**src/design/clebw_pkg.sv**
```systemverilog
package clebw_pkg;

    localparam int NUM_W      = 32;
    localparam int BYTE_W     = 8;
    localparam int BCD_DIGITS = 10;
    localparam int BCD_W      = 4 * BCD_DIGITS;

    localparam logic [1:0] OP_CMD  = 2'd0;
    localparam logic [1:0] OP_DATA = 2'd1;
    localparam logic [1:0] OP_NUM  = 2'd2;

    localparam logic [1:0] BUS_START = 2'd0;
    localparam logic [1:0] BUS_BYTE  = 2'd1;
    localparam logic [1:0] BUS_STOP  = 2'd2;

    localparam logic [7:0] ADDR_RESET = 8'd78;
    localparam logic [7:0] CURSOR_CMD = 8'hCA;
    localparam logic [7:0] ASCII_ZERO = 8'h30;

    typedef enum logic [1:0] {
        REC_CMD  = 2'd0,
        REC_DATA = 2'd1,
        REC_NUM  = 2'd2
    } rec_kind_t;

    typedef struct packed {
        logic full;
        logic empty;
    } q_stat_t;

    // One shift-and-add-3 step of binary to BCD conversion.
    function automatic logic [BCD_W-1:0] dd_step(input logic [BCD_W-1:0] b,
                                                 input logic in_bit);
        logic [BCD_W-1:0] a;
        a = b;
        for (int i = 0; i < BCD_DIGITS; i++) begin
            if (a[4*i +: 4] >= 4'd5) begin
                a[4*i +: 4] = a[4*i +: 4] + 4'd3;
            end
        end
        return {a[BCD_W-2:0], in_bit};
    endfunction

    // Expander byte: nibble in bits 7..4, enable in bit 2, register select in bit 0.
    // sub[1] picks the low nibble, sub[0] drops enable.
    function automatic logic [7:0] lcd_byte(input logic [7:0] d, input logic rs,
                                            input logic [1:0] sub);
        logic [3:0] nib;
        nib = sub[1] ? d[3:0] : d[7:4];
        return {nib, 1'b0, ~sub[0], 1'b0, rs};
    endfunction

endpackage

```
**src/design/clebw_front.sv**
```systemverilog
module clebw_front
    import clebw_pkg::*;
#(
    parameter int DIGITS = 6
) (
    input  logic                      aclk,
    input  logic                      aresetn,
    input  logic                      s_tvalid,
    output logic                      s_tready,
    input  logic [NUM_W+BYTE_W-1:0]   s_tdata,
    input  logic [1:0]                s_tuser,
    output logic                      push_valid,
    output logic [4*DIGITS+BYTE_W+1:0] push_data,
    input  q_stat_t                   q_stat
);

    localparam int DD_STEPS = NUM_W / 2;
    localparam int CNT_W    = $clog2(DD_STEPS);

    logic             conv_reg, conv_next;
    logic             hold_reg, hold_next;
    logic [CNT_W-1:0] cnt_reg, cnt_next;
    logic [NUM_W-1:0] sh_reg, sh_next;
    logic [BCD_W-1:0] bcd_reg, bcd_next;
    logic             accept;
    logic             conv_last;

    assign s_tready  = ~conv_reg & ~hold_reg & ~q_stat.full;
    assign accept    = s_tvalid & s_tready;
    assign conv_last = (cnt_reg == CNT_W'(DD_STEPS - 1));

    always_comb begin
        push_valid = 1'b0;
        push_data  = {bcd_reg[4*DIGITS-1:0], 8'd0, REC_NUM};
        if (hold_reg && !q_stat.full) begin
            push_valid = 1'b1;
        end else if (accept && (s_tuser == OP_CMD || s_tuser == OP_DATA)) begin
            push_valid = 1'b1;
            push_data  = {{(4*DIGITS){1'b0}}, s_tdata[BYTE_W-1:0],
                          (s_tuser == OP_DATA) ? REC_DATA : REC_CMD};
        end
    end

    always_comb begin
        conv_next = conv_reg;
        hold_next = hold_reg;
        cnt_next  = cnt_reg;
        sh_next   = sh_reg;
        bcd_next  = bcd_reg;
        if (accept && s_tuser == OP_NUM) begin
            conv_next = 1'b1;
            cnt_next  = '0;
            sh_next   = s_tdata[NUM_W+BYTE_W-1:BYTE_W];
            bcd_next  = '0;
        end else if (conv_reg) begin
            // Two bits per cycle, most significant first.
            bcd_next = dd_step(dd_step(bcd_reg, sh_reg[NUM_W-1]), sh_reg[NUM_W-2]);
            sh_next  = {sh_reg[NUM_W-3:0], 2'b00};
            cnt_next = cnt_reg + 1'b1;
            if (conv_last) begin
                conv_next = 1'b0;
                hold_next = 1'b1;
            end
        end else if (hold_reg && !q_stat.full) begin
            hold_next = 1'b0;
        end
    end

    always_ff @(posedge aclk) begin
        if (!aresetn) begin
            conv_reg <= 1'b0;
            hold_reg <= 1'b0;
        end else begin
            conv_reg <= conv_next;
            hold_reg <= hold_next;
        end
    end

    always_ff @(posedge aclk) begin
        cnt_reg <= cnt_next;
        sh_reg  <= sh_next;
        bcd_reg <= bcd_next;
    end

endmodule

```
**src/design/clebw_queue.sv**
```systemverilog
module clebw_queue
    import clebw_pkg::*;
#(
    parameter int W = 34
) (
    input  logic         aclk,
    input  logic         aresetn,
    input  logic         push_valid,
    input  logic [W-1:0] push_data,
    input  logic         pop,
    output logic [W-1:0] head_data,
    output q_stat_t      q_stat
);

    logic [W-1:0] mem_reg [2];
    logic         wr_ptr_reg, wr_ptr_next;
    logic         rd_ptr_reg, rd_ptr_next;
    logic [1:0]   cnt_reg, cnt_next;

    assign head_data    = mem_reg[rd_ptr_reg];
    assign q_stat.full  = (cnt_reg == 2'd2);
    assign q_stat.empty = (cnt_reg == 2'd0);

    always_comb begin
        wr_ptr_next = push_valid ? ~wr_ptr_reg : wr_ptr_reg;
        rd_ptr_next = pop ? ~rd_ptr_reg : rd_ptr_reg;
        cnt_next    = cnt_reg + {1'b0, push_valid} - {1'b0, pop};
    end

    always_ff @(posedge aclk) begin
        if (!aresetn) begin
            wr_ptr_reg <= 1'b0;
            rd_ptr_reg <= 1'b0;
            cnt_reg    <= 2'd0;
        end else begin
            wr_ptr_reg <= wr_ptr_next;
            rd_ptr_reg <= rd_ptr_next;
            cnt_reg    <= cnt_next;
        end
    end

    always_ff @(posedge aclk) begin
        if (push_valid) begin
            mem_reg[wr_ptr_reg] <= push_data;
        end
    end

endmodule

```
**src/design/clebw_back.sv**
```systemverilog
module clebw_back
    import clebw_pkg::*;
#(
    parameter int DIGITS = 6
) (
    input  logic                       aclk,
    input  logic                       aresetn,
    input  logic                       cfg_we,
    input  logic [7:0]                 cfg_wdata,
    input  q_stat_t                    q_stat,
    input  logic [4*DIGITS+BYTE_W+1:0] head_data,
    output logic                       pop,
    output logic                       m_tvalid,
    input  logic                       m_tready,
    output logic [7:0]                 m_tdata,
    output logic [1:0]                 m_tuser,
    output logic                       m_tlast
);

    localparam int STOP_STEP = 6 + 4 * DIGITS;
    localparam int STEP_W    = $clog2(STOP_STEP + 1);
    localparam int DIG_W     = 4 * DIGITS;

    logic [7:0]        addr_reg;
    logic              act_reg;
    rec_kind_t         kind_reg;
    logic [7:0]        byte_reg;
    logic [DIG_W-1:0]  bcd_reg;
    logic [STEP_W-1:0] step_reg;
    logic              m_valid_reg;
    logic [7:0]        m_data_reg;
    logic [1:0]        m_user_reg;
    logic              m_last_reg;

    logic              adv;
    logic [1:0]        sub_num;
    logic              digit_phase;
    logic [7:0]        cur_byte;
    logic [1:0]        cur_kind;
    logic              cur_last;

    assign adv         = act_reg & (~m_valid_reg | m_tready);
    assign pop         = ~q_stat.empty & (~act_reg | (adv & cur_last));
    // Number steps two onwards sit two places off a four-byte boundary.
    assign sub_num     = step_reg[1:0] ^ 2'b10;
    assign digit_phase = (step_reg >= STEP_W'(6)) && (step_reg < STEP_W'(STOP_STEP));

    always_comb begin
        cur_kind = BUS_BYTE;
        cur_byte = '0;
        cur_last = 1'b0;
        unique case (kind_reg)
            REC_NUM: begin
                if (step_reg == STEP_W'(0)) begin
                    cur_kind = BUS_START;
                end else if (step_reg == STEP_W'(1)) begin
                    cur_byte = addr_reg;
                end else if (step_reg < STEP_W'(6)) begin
                    cur_byte = lcd_byte(CURSOR_CMD, 1'b0, sub_num);
                end else if (digit_phase) begin
                    cur_byte = lcd_byte(ASCII_ZERO + {4'h0, bcd_reg[DIG_W-1 -: 4]},
                                        1'b1, sub_num);
                end else begin
                    cur_kind = BUS_STOP;
                    cur_last = 1'b1;
                end
            end
            REC_DATA: begin
                cur_byte = lcd_byte(byte_reg, 1'b1, step_reg[1:0]);
                cur_last = (step_reg == STEP_W'(3));
            end
            default: begin
                cur_byte = lcd_byte(byte_reg, 1'b0, step_reg[1:0]);
                cur_last = (step_reg == STEP_W'(3));
            end
        endcase
    end

    always_ff @(posedge aclk) begin
        if (!aresetn) begin
            addr_reg    <= ADDR_RESET;
            act_reg     <= 1'b0;
            m_valid_reg <= 1'b0;
        end else begin
            if (cfg_we) begin
                addr_reg <= cfg_wdata;
            end
            if (pop) begin
                act_reg <= 1'b1;
            end else if (adv && cur_last) begin
                act_reg <= 1'b0;
            end
            if (adv) begin
                m_valid_reg <= 1'b1;
            end else if (m_tready) begin
                m_valid_reg <= 1'b0;
            end
        end
    end

    always_ff @(posedge aclk) begin
        if (pop) begin
            kind_reg <= rec_kind_t'(head_data[1:0]);
            byte_reg <= head_data[BYTE_W+1:2];
            bcd_reg  <= head_data[DIG_W+BYTE_W+1:BYTE_W+2];
            step_reg <= '0;
        end else if (adv) begin
            step_reg <= step_reg + 1'b1;
            if (digit_phase && sub_num == 2'b11) begin
                bcd_reg <= bcd_reg << 4;
            end
        end
        if (adv) begin
            m_data_reg <= cur_byte;
            m_user_reg <= cur_kind;
            m_last_reg <= cur_last;
        end
    end

    assign m_tvalid = m_valid_reg;
    assign m_tdata  = m_data_reg;
    assign m_tuser  = m_user_reg;
    assign m_tlast  = m_last_reg;

endmodule

```
**src/design/char_lcd_expander_byte_writer.sv**
```systemverilog
// Path: a command or data word passes a queue entry, the back end's record registers and the
// output register; a number word first goes through BCD conversion and a hold register.
// Throughput: one word per cycle unless stalled; command or data makes 4, number 7 + 4*DIGITS.
// The conversion runs two bits a cycle and overlaps the output of the previous run.
// Reset: synchronous on aresetn low; queue emptied, output invalid, address back to 78.
module char_lcd_expander_byte_writer
    import clebw_pkg::*;
#(
    parameter int DIGITS = 6
) (
    input  logic        aclk,
    input  logic        aresetn,
    // Configuration: the expander bus address used by the number sequence.
    input  logic        cfg_we,
    input  logic [7:0]  cfg_wdata,
    // Input words.
    input  logic        s_tvalid,
    output logic        s_tready,
    input  logic [39:0] s_tdata,   // [7:0] byte_value, [39:8] number_value
    input  logic [1:0]  s_tuser,   // [1:0] opcode
    // Output words towards the serial bus engine.
    output logic        m_tvalid,
    input  logic        m_tready,
    output logic [7:0]  m_tdata,   // [7:0] bus_byte
    output logic [1:0]  m_tuser,   // [1:0] bus_kind
    output logic        m_tlast    // last_of_run
);

    // A queue record carries the kind of work, the LCD byte and, for a number,
    // its low DIGITS decimal digits already in BCD.
    localparam int REC_W = 4 * DIGITS + BYTE_W + 2;

    logic             push_valid;
    logic [REC_W-1:0] push_data;
    logic             pop;
    logic [REC_W-1:0] head_data;
    q_stat_t          q_stat;

    // The front end takes input words, drops the unused opcode and converts
    // numbers to BCD by shift-and-add-3. Because the conversion keeps every
    // decimal digit of the 32-bit value, taking the low DIGITS of them gives
    // the value modulo ten to the DIGITS with no divider at all.
    clebw_front #(
        .DIGITS (DIGITS)
    ) u_front (
        .aclk       (aclk),
        .aresetn    (aresetn),
        .s_tvalid   (s_tvalid),
        .s_tready   (s_tready),
        .s_tdata    (s_tdata),
        .s_tuser    (s_tuser),
        .push_valid (push_valid),
        .push_data  (push_data),
        .q_stat     (q_stat)
    );

    // Two-entry queue, so the front end can convert the next number while
    // the back end is still spelling out the previous one.
    clebw_queue #(
        .W (REC_W)
    ) u_queue (
        .aclk       (aclk),
        .aresetn    (aresetn),
        .push_valid (push_valid),
        .push_data  (push_data),
        .pop        (pop),
        .head_data  (head_data),
        .q_stat     (q_stat)
    );

    // The back end steps through the expander bytes of each record and holds
    // them in an output register, taking the next record as the last word of
    // the current one is issued.
    clebw_back #(
        .DIGITS (DIGITS)
    ) u_back (
        .aclk      (aclk),
        .aresetn   (aresetn),
        .cfg_we    (cfg_we),
        .cfg_wdata (cfg_wdata),
        .q_stat    (q_stat),
        .head_data (head_data),
        .pop       (pop),
        .m_tvalid  (m_tvalid),
        .m_tready  (m_tready),
        .m_tdata   (m_tdata),
        .m_tuser   (m_tuser),
        .m_tlast   (m_tlast)
    );

endmodule

```
**config.mk**
```make
export PLATFORM = sky130hd
export DESIGN_NAME = char_lcd_expander_byte_writer
export DESIGN_NICKNAME = d
export VERILOG_FILES = /design/src/design/clebw_pkg.sv /design/src/design/clebw_front.sv /design/src/design/clebw_queue.sv /design/src/design/clebw_back.sv /design/src/design/char_lcd_expander_byte_writer.sv
export SDC_FILE = /design/constraint.sdc
export NUM_CORES = 1
export LEC_CHECK = 0
export BUFFER_PORTS_ARGS = -buffer_cell sky130_fd_sc_hd__buf_2
export CORE_ASPECT_RATIO = 1.5
export CORE_MARGIN = 8
export CORE_UTILIZATION = 65
export CTS_CLUSTER_SIZE = 14
export DETAILED_ROUTE_END_ITERATION = 7
export PLACE_DENSITY = 0.85
export SLEW_MARGIN = 25
export SYNTH_ARGS = -nofsm -noshare
export SYNTH_HDL_FRONTEND = slang
export SYNTH_SLANG_ARGS = --single-unit
export TNS_END_PERCENT = 30
```
**constraint.sdc**
```tcl
create_clock -name aclk -period 8.9 [get_ports aclk]
set_clock_uncertainty 0.05 [all_clocks]
set_input_delay 0.445 -clock aclk [delete_from_list [all_inputs] [get_ports aclk]]
set_output_delay 0.445 -clock aclk [all_outputs]
set_load 0.01 [all_outputs]
```
==> impl_metrics.tcl, run 1 <==
set metrics [dict create \
    clk_pin_slew_ns 0.08 \
    crit_cells 7 \
    ir_worst_vdd_mv 0.170 \
    wirelength_um 17000 \
    cpPeakStageDelay_ns 0.74 \
    tightestPinTransition_ns 0.972 \
    detail-route-antenna-nets 0 \
    syn_inst 728 \
    required_ns 8.91 \
    hold_violations 0 \
    synth_edf_count 145 \
    fin_ws_ns 5.92 \
    crit_type "flip-flop to flip-flop" \
    clock_latency_ns 0.44 \
    ys_seq_elements 195 \
    grt_start_max_net_pins 48 \
    grt-ovfl-total 0 \
    grt_setup_unrepaired "false" \
    num_io_pins 68 \
    crit_family "simple AND/OR/NAND/NOR gates" \
    ys_warn_count 0 \
    grt_pass1_vias 5984 \
    critPathArrivalTime_ns 2.98 \
    die_area_mm2 0.0180 \
    hold_class "input pin to flip-flop" \
    n_fill_cell 919 \
    cts_buffers 17 \
    worst-path-buf-inv 1 \
    htree_levels 4 \
    hold-worst-slack_ns 0.174 \
    setup_viol_count_final 0 \
    via_per_inst 5.87 \
    post_drt_wl_per_cell_um 17.6 \
    largest_reg_flops 68 \
    vias 5665 \
    die_w_um 112 \
    nNetsFinal 873 \
    p_per_area_mw_per_mm2 273 \
    holdPathStages 3 \
    leakage_nw 3.78 \
    fp.coreArea_mm2 0.0138 \
    maxCapViolCount 0 \
    period_minus_slack_ns 2.98 \
    fin_crit_sh_pct 33.5 \
    n_antenna_cell 0 \
    cts_sinks 195 \
    synth.avg_cell_area_um2 12.4 \
    reg2regPathDepth 7 \
    area_delta_synth_final_pct 11.0 \
    slew_viol_final 0 \
    crit_chain "ha_1 -> nor2b_1 -> a22oi_2 -> o21ai_2 -> o21ai_2 -> buf_4 -> nand2_1" \
    synthArstFlopShare_pct 0 \
    ys_seq_area_share_pct 59.3 \
    port_buffers 67 \
    die_height_um 160 \
    maxSlewHeadroom_pct 35.2 \
    cp-end-kind "flip-flop" \
    row_count 53 \
    dp_hpwl_um 11600 \
    ys.flop_type "edfxtp_1" \
    postCtsSetupRepairBufs 0 \
    cp_slowest_cell "nand2_1" \
    antenna_found_initial 0 \
    synth.distinct_cells 54 \
    ctsResizeCount 0 \
    cts_root_buf "clkbuf_16" \
    outcome "finished clean" \
    grt_usage_pct 19.5 \
    cts_buffer_depth 2 \
    hold_buffers 0 \
    drive_above_1_share_pct 20.3 \
    initial_core_util_pct 65.5 \
    syn-num-nets 814 \
    dr.pass1.iters 7 \
    syn_area_mm2 0.00903 \
    dp_slack_ns 5.96 \
    cts_tree "built" \
    p_total_mw 2.73 \
    fin_util_pct 72.7 \
    grt_pass1_wl_um 28000 \
    crit_top_cell "o21ai_2" \
    fin_setup_tns_ns 0 \
    gp_congestion 0.890 \
    drtIter0Drc 401 \
    startpoint_type "flip-flop" \
    clock.fmax_ghz 0.336 \
    drc 0 \
    crit_fanout 47 \
]
worst paths after layout:
check                                        start                  to  slack (ns)
worst max-delay path            u_back.step_reg[1]   u_back.bcd_reg[6]        5.92
worst min-delay path                  cfg_wdata[3]  u_back.addr_reg[3]        0.17
worst max register to register  u_back.step_reg[1]   u_back.bcd_reg[6]        5.92
worst min register to register  u_front.sh_reg[30]  u_front.bcd_reg[0]        0.40
cells by family after synthesis:
group,share of synthesized area [%]
multiplexers,10.0
adder cells (fa/ha/maj),4.29
buffers and inverters,3.70
XOR/XNOR,2.04
flip-flops,59.3
AND/OR/NAND/NOR,11.4
AO/OA/AOI/OAI,9.28
tightest hold or removal path, delay by kind of cell:
kind	cells	cell delay (ns)
AND/OR/NAND/NOR	1	0.05
multiplexers	1	0.05
buffers and inverters	1	0.08
final cells by class:
cell class | instances | area (um2) | area share, %
sequential | 195 | 5360 | 53.4
multi-input combinational | 465 | 3350 | 33.4
clock buffer | 17 | 425 | 4.24
timing repair buffer | 73 | 380 | 3.79
tap | 165 | 206 | 2.06
clock inverter | 15 | 178 | 1.77
inverter | 35 | 131 | 1.31
per-stage QoR:
step	area, um2	cells
6_report	10000	965
5_1_grt	10000	965
4_1_cts	10000	965
3_5_place_dp	9420	933
3_3_place_gp	9420	933
2_1_floorplan	9030	728
cell usage after synthesis (4+ instances only):
cell       number  area, um2
o22ai_1        14       87.6
and2_1         18        113
edfxtp_1      145       4350
a21boi_0       11       82.6
buf_6          10        113
inv_1          35        131
a211oi_1        4       30.0
nor3_1         14       70.1
nand4_1         4       25.0
xor2_1          6       52.6
o21ai_1         5       25.0
xnor2_1        15        131
a21o_1          9       67.6
nor3b_1        10       75.1
nand3_1         9       45.0
mux2_2         41        462
buf_1           5       18.8
dfxtp_1        50       1000
o21ai_0        37        185
nand2_1        56        210
o21a_1          4       30.0
nor2b_1        24        150
ha_1           31        388
nand2b_1       12       75.1
a2bb2oi_1       4       35.0
mux2i_1        43        430
clkbuf_1       15       56.3
nor2_1         33        124
a21oi_1        29        145
routing by layer:
| layer | routed length, um | track usage [%] |
|---|---|---|
| met5 | 0 | 0 |
| met4 | 480 | 8.87 |
| met3 | 809 | 5.49 |
| met2 | 9310 | 36.7 |
| met1 | 6380 | 19.1 |
layout by cell type, fill, tap and decap left out, drive strengths merged, types with 29 or more instances in the layout:
master / count
nor2: 33
mux2: 42
ha: 31
dfxtp: 50
a21oi: 29
buf: 73
o21ai: 45
inv: 43
edfxtp: 145
mux2i: 43
nand2: 56
power breakdown:
part	switching [mW]	leakage, nW	total (mW)	internal, mW
Clock	0.376	0.296	0.758	0.381
Combinational	0.446	1.73	0.782	0.337
Sequential	0.0929	1.76	1.19	1.10
Total	0.915	3.78	2.73	1.82
Power figures use the tool's default switching activity.
==> inputs of run 2 (changes only) <==
ABC_AREA = 1   (was not set)
CORE_UTILIZATION = 54   (was 65)
PLACE_DENSITY = 0.76   (was 0.85)
clock period = 2.4 ns   (was 8.9 ns; I/O delays follow)
==> impl_metrics.tcl, run 2 <==
set metrics [dict create \
    grt-ovfl-total 0 \
    fin_setup_tns_ns 0 \
    clock_latency_ns 0.43 \
    cpPeakStageDelay_ns 0.36 \
    critPathArrivalTime_ns 2.53 \
    cts_sinks 195 \
    r2r_end "u_front.bcd_reg[10]" \
    die_area_mm2 0.0214 \
    cp_slowest_cell "dfxtp_2" \
    row_count 58 \
    clk_pin_slew_ns 0.07 \
    dpl.cell_count 1290 \
    postCtsSetupRepairBufs 0 \
    grt_pass1_vias 6892 \
    final_cells 1379 \
    synth_most_common_cell "nand2_1" \
    initial_core_util_pct 54.7 \
    ir_worst_vdd_mv 0.538 \
    n_antenna_cell 0 \
    post_drt_wl_per_cell_um 13.7 \
    final_cell_mix "nand2_1, edfxtp_1, inv_1" \
    n_fill_cell 1292 \
    leakage_nw 4.99 \
    hold_path_startpoint "s_tdata[7]" \
    largest_reg_flops 68 \
    period_minus_slack_ns 2.21 \
    syn_area_mm2 0.00913 \
    cts_buffers 17 \
    drtIter0Drc 431 \
    multi_input_area_mm2 0.00332 \
    ys_seq_area_share_pct 58.6 \
    nNetsFinal 1242 \
    cts_tree "built" \
    crit_fanout 4 \
    required_ns 2.73 \
    dp_slack_ns 0.140 \
    tightestPinTransition_ns 0.408 \
    grt_start_max_net_pins 38 \
    crit_end "u_front.bcd_reg[10]" \
    crit_chain "inv_1 -> ha_1 -> inv_1 -> nand2_1 -> nand3_2 -> nand2_1 -> nand2_2 -> ha_1 -> inv_1 -> or2_2 -> nand3_1 -> nand2_1 -> o21ai_0 -> nand2_1 -> nand2_1" \
    yosys.area.top_type "edfxtp_1" \
    crit_family "simple AND/OR/NAND/NOR gates" \
    area_delta_synth_final_pct 19.6 \
    fp.coreArea_mm2 0.0167 \
    via_per_inst 5.09 \
    cts_buffer_depth 2 \
    startpoint "u_front.bcd_reg[8]" \
    crit_top_cell "nand2_1" \
    synth.distinct_cells 36 \
    ys.flop_type "edfxtp_1" \
    ys_seq_elements 195 \
    crit_type "flip-flop to flip-flop" \
    synthArstFlopShare_pct 0 \
    vias 7015 \
    outcome "finished clean" \
    drive_above_1_share_pct 13.5 \
    layout_commonest_cell "nand2_1" \
    dp_hpwl_um 12100 \
    p_per_area_mw_per_mm2 865 \
    slew_viol_final 0 \
    detail-route-antenna-nets 0 \
    antenna_found_initial 0 \
    yosys-top-cells-area "edfxtp_1, nand2_1, dfxtp_1" \
    grt_pass1_wl_um 31100 \
    synth.avg_cell_area_um2 8.92 \
    num_io_pins 68 \
    clock.fmax_ghz 0.453 \
    startpoint_type "flip-flop" \
    cp-end-kind "flip-flop" \
    hold_violations 0 \
    htree_levels 4 \
    reg2regPathDepth 15 \
    r2r_slack_ns 0.19 \
    maxSlewHeadroom_pct 72.5 \
    ys_warn_count 0 \
    fin_util_pct 65.5 \
    synth_top_cell_area_share_pct 47.7 \
    worst-path-buf-inv 3 \
    fin_area_mm2 0.0109 \
    crit_cells 15 \
    maxCapViolCount 0 \
    hold_class "input pin to flip-flop" \
    die_height_um 175 \
    wirelength_um 18900 \
    grt_usage_pct 18.2 \
    dr.pass1.iters 5 \
    dpl-instance-area_mm2 0.00975 \
    syn_inst 1024 \
    r2r_start "u_front.bcd_reg[8]" \
    synth_top_cells_by_count "nand2_1, edfxtp_1, inv_1" \
    seqCellArea_mm2 0.00536 \
    fin_ws_ns 0.191 \
    drc 0 \
    cts_root_buf "clkbuf_16" \
    fin_crit_sh_pct 92.1 \
    die_w_um 122 \
    synth_edf_count 145 \
    syn-num-nets 1110 \
    gp_congestion 0.897 \
    port_buffers 67 \
    setup_viol_count_final 0 \
]
==> run 2: cell count changes in the layout (fill, tap and decap cells not counted), sizes merged, moves of 13 or more <==
cell / change
nor2: +51
and2: -13
nand2: +381
xnor2: -14
mux2: -42
o22ai: -14
nor2b: -25
mux2i: -43
dlygate4sd3: +57
nand3: +42
inv: +55
==> run 2: tightest hold or removal path: stages <==
cell,delay [ns]
buf_2,0.08
inv_1,0.04
nor2_1,0.12
==> run 2: kinds of logic after synthesis <==
logic type / synth area share, %
simple gates: 27.2
flops: 58.6
buf+inv: 5.66
compound gates: 3.88
fa+ha+maj: 4.25
xor+xnor: 0.384
==> run 2: repair_timing <==
action                                  4_1_cts  5_1_grt
hold buffers                                 57        0
resized for setup                             0       22
endpoints found under the hold margin        57        0
endpoints found under the setup margin        0       15
==> run 2: area by class of cell <==
cell class	count	area share (%)
clock buffers	18	4.02
clock inverters	14	0.939
inverters	93	3.26
multi-input cells	708	30.4
flip-flops and latches	195	49.1
well taps	210	2.40
repair buffers	141	9.92
==> run 2: through the flow <==
stage / hold slack (ns) / power (mW)
floorplan: 0.196 / 6.16
global placement: 0.290 / 6.62
detailed placement: 0.291 / 6.72
CTS: 0.00949 / 9.39
global route: 0.0276 / 10.0
finish: 0.0175 / 9.45
==> run 2: power breakdown <==
group	leakage, nW	switching, mW	total (mW)	internal [mW]
registers	1.76	0.213	4.28	4.07
clock network	0.276	1.25	2.61	1.37
logic	2.95	1.61	2.55	0.940
==> run 2: layer usage <==
metal	share of wire [%]	GRT usage [%]	wire length [um]	vias up
met5	0	0	0	-
met4	2.5	8.06	478	0
met3	4.6	3.57	867	34
met2	55	34.5	10400	164
met1	38	18.3	7150	3239
li1	-	-	-	3578
==> run 2: worst min path at each step <==
stage / end / slack, ns / cells after the start
6_report: u_queue.mem_reg[0][9] / 0.02 / 3
3_3_place_gp: u_back.addr_reg[3] / 0.29 / 3
2_1_floorplan: u_back.addr_reg[6] / 0.20 / 2
3_5_place_dp: u_back.addr_reg[6] / 0.29 / 3
5_1_grt: u_queue.mem_reg[0][9] / 0.03 / 3
4_1_cts: u_back.addr_reg[0] / 0.009 / 3
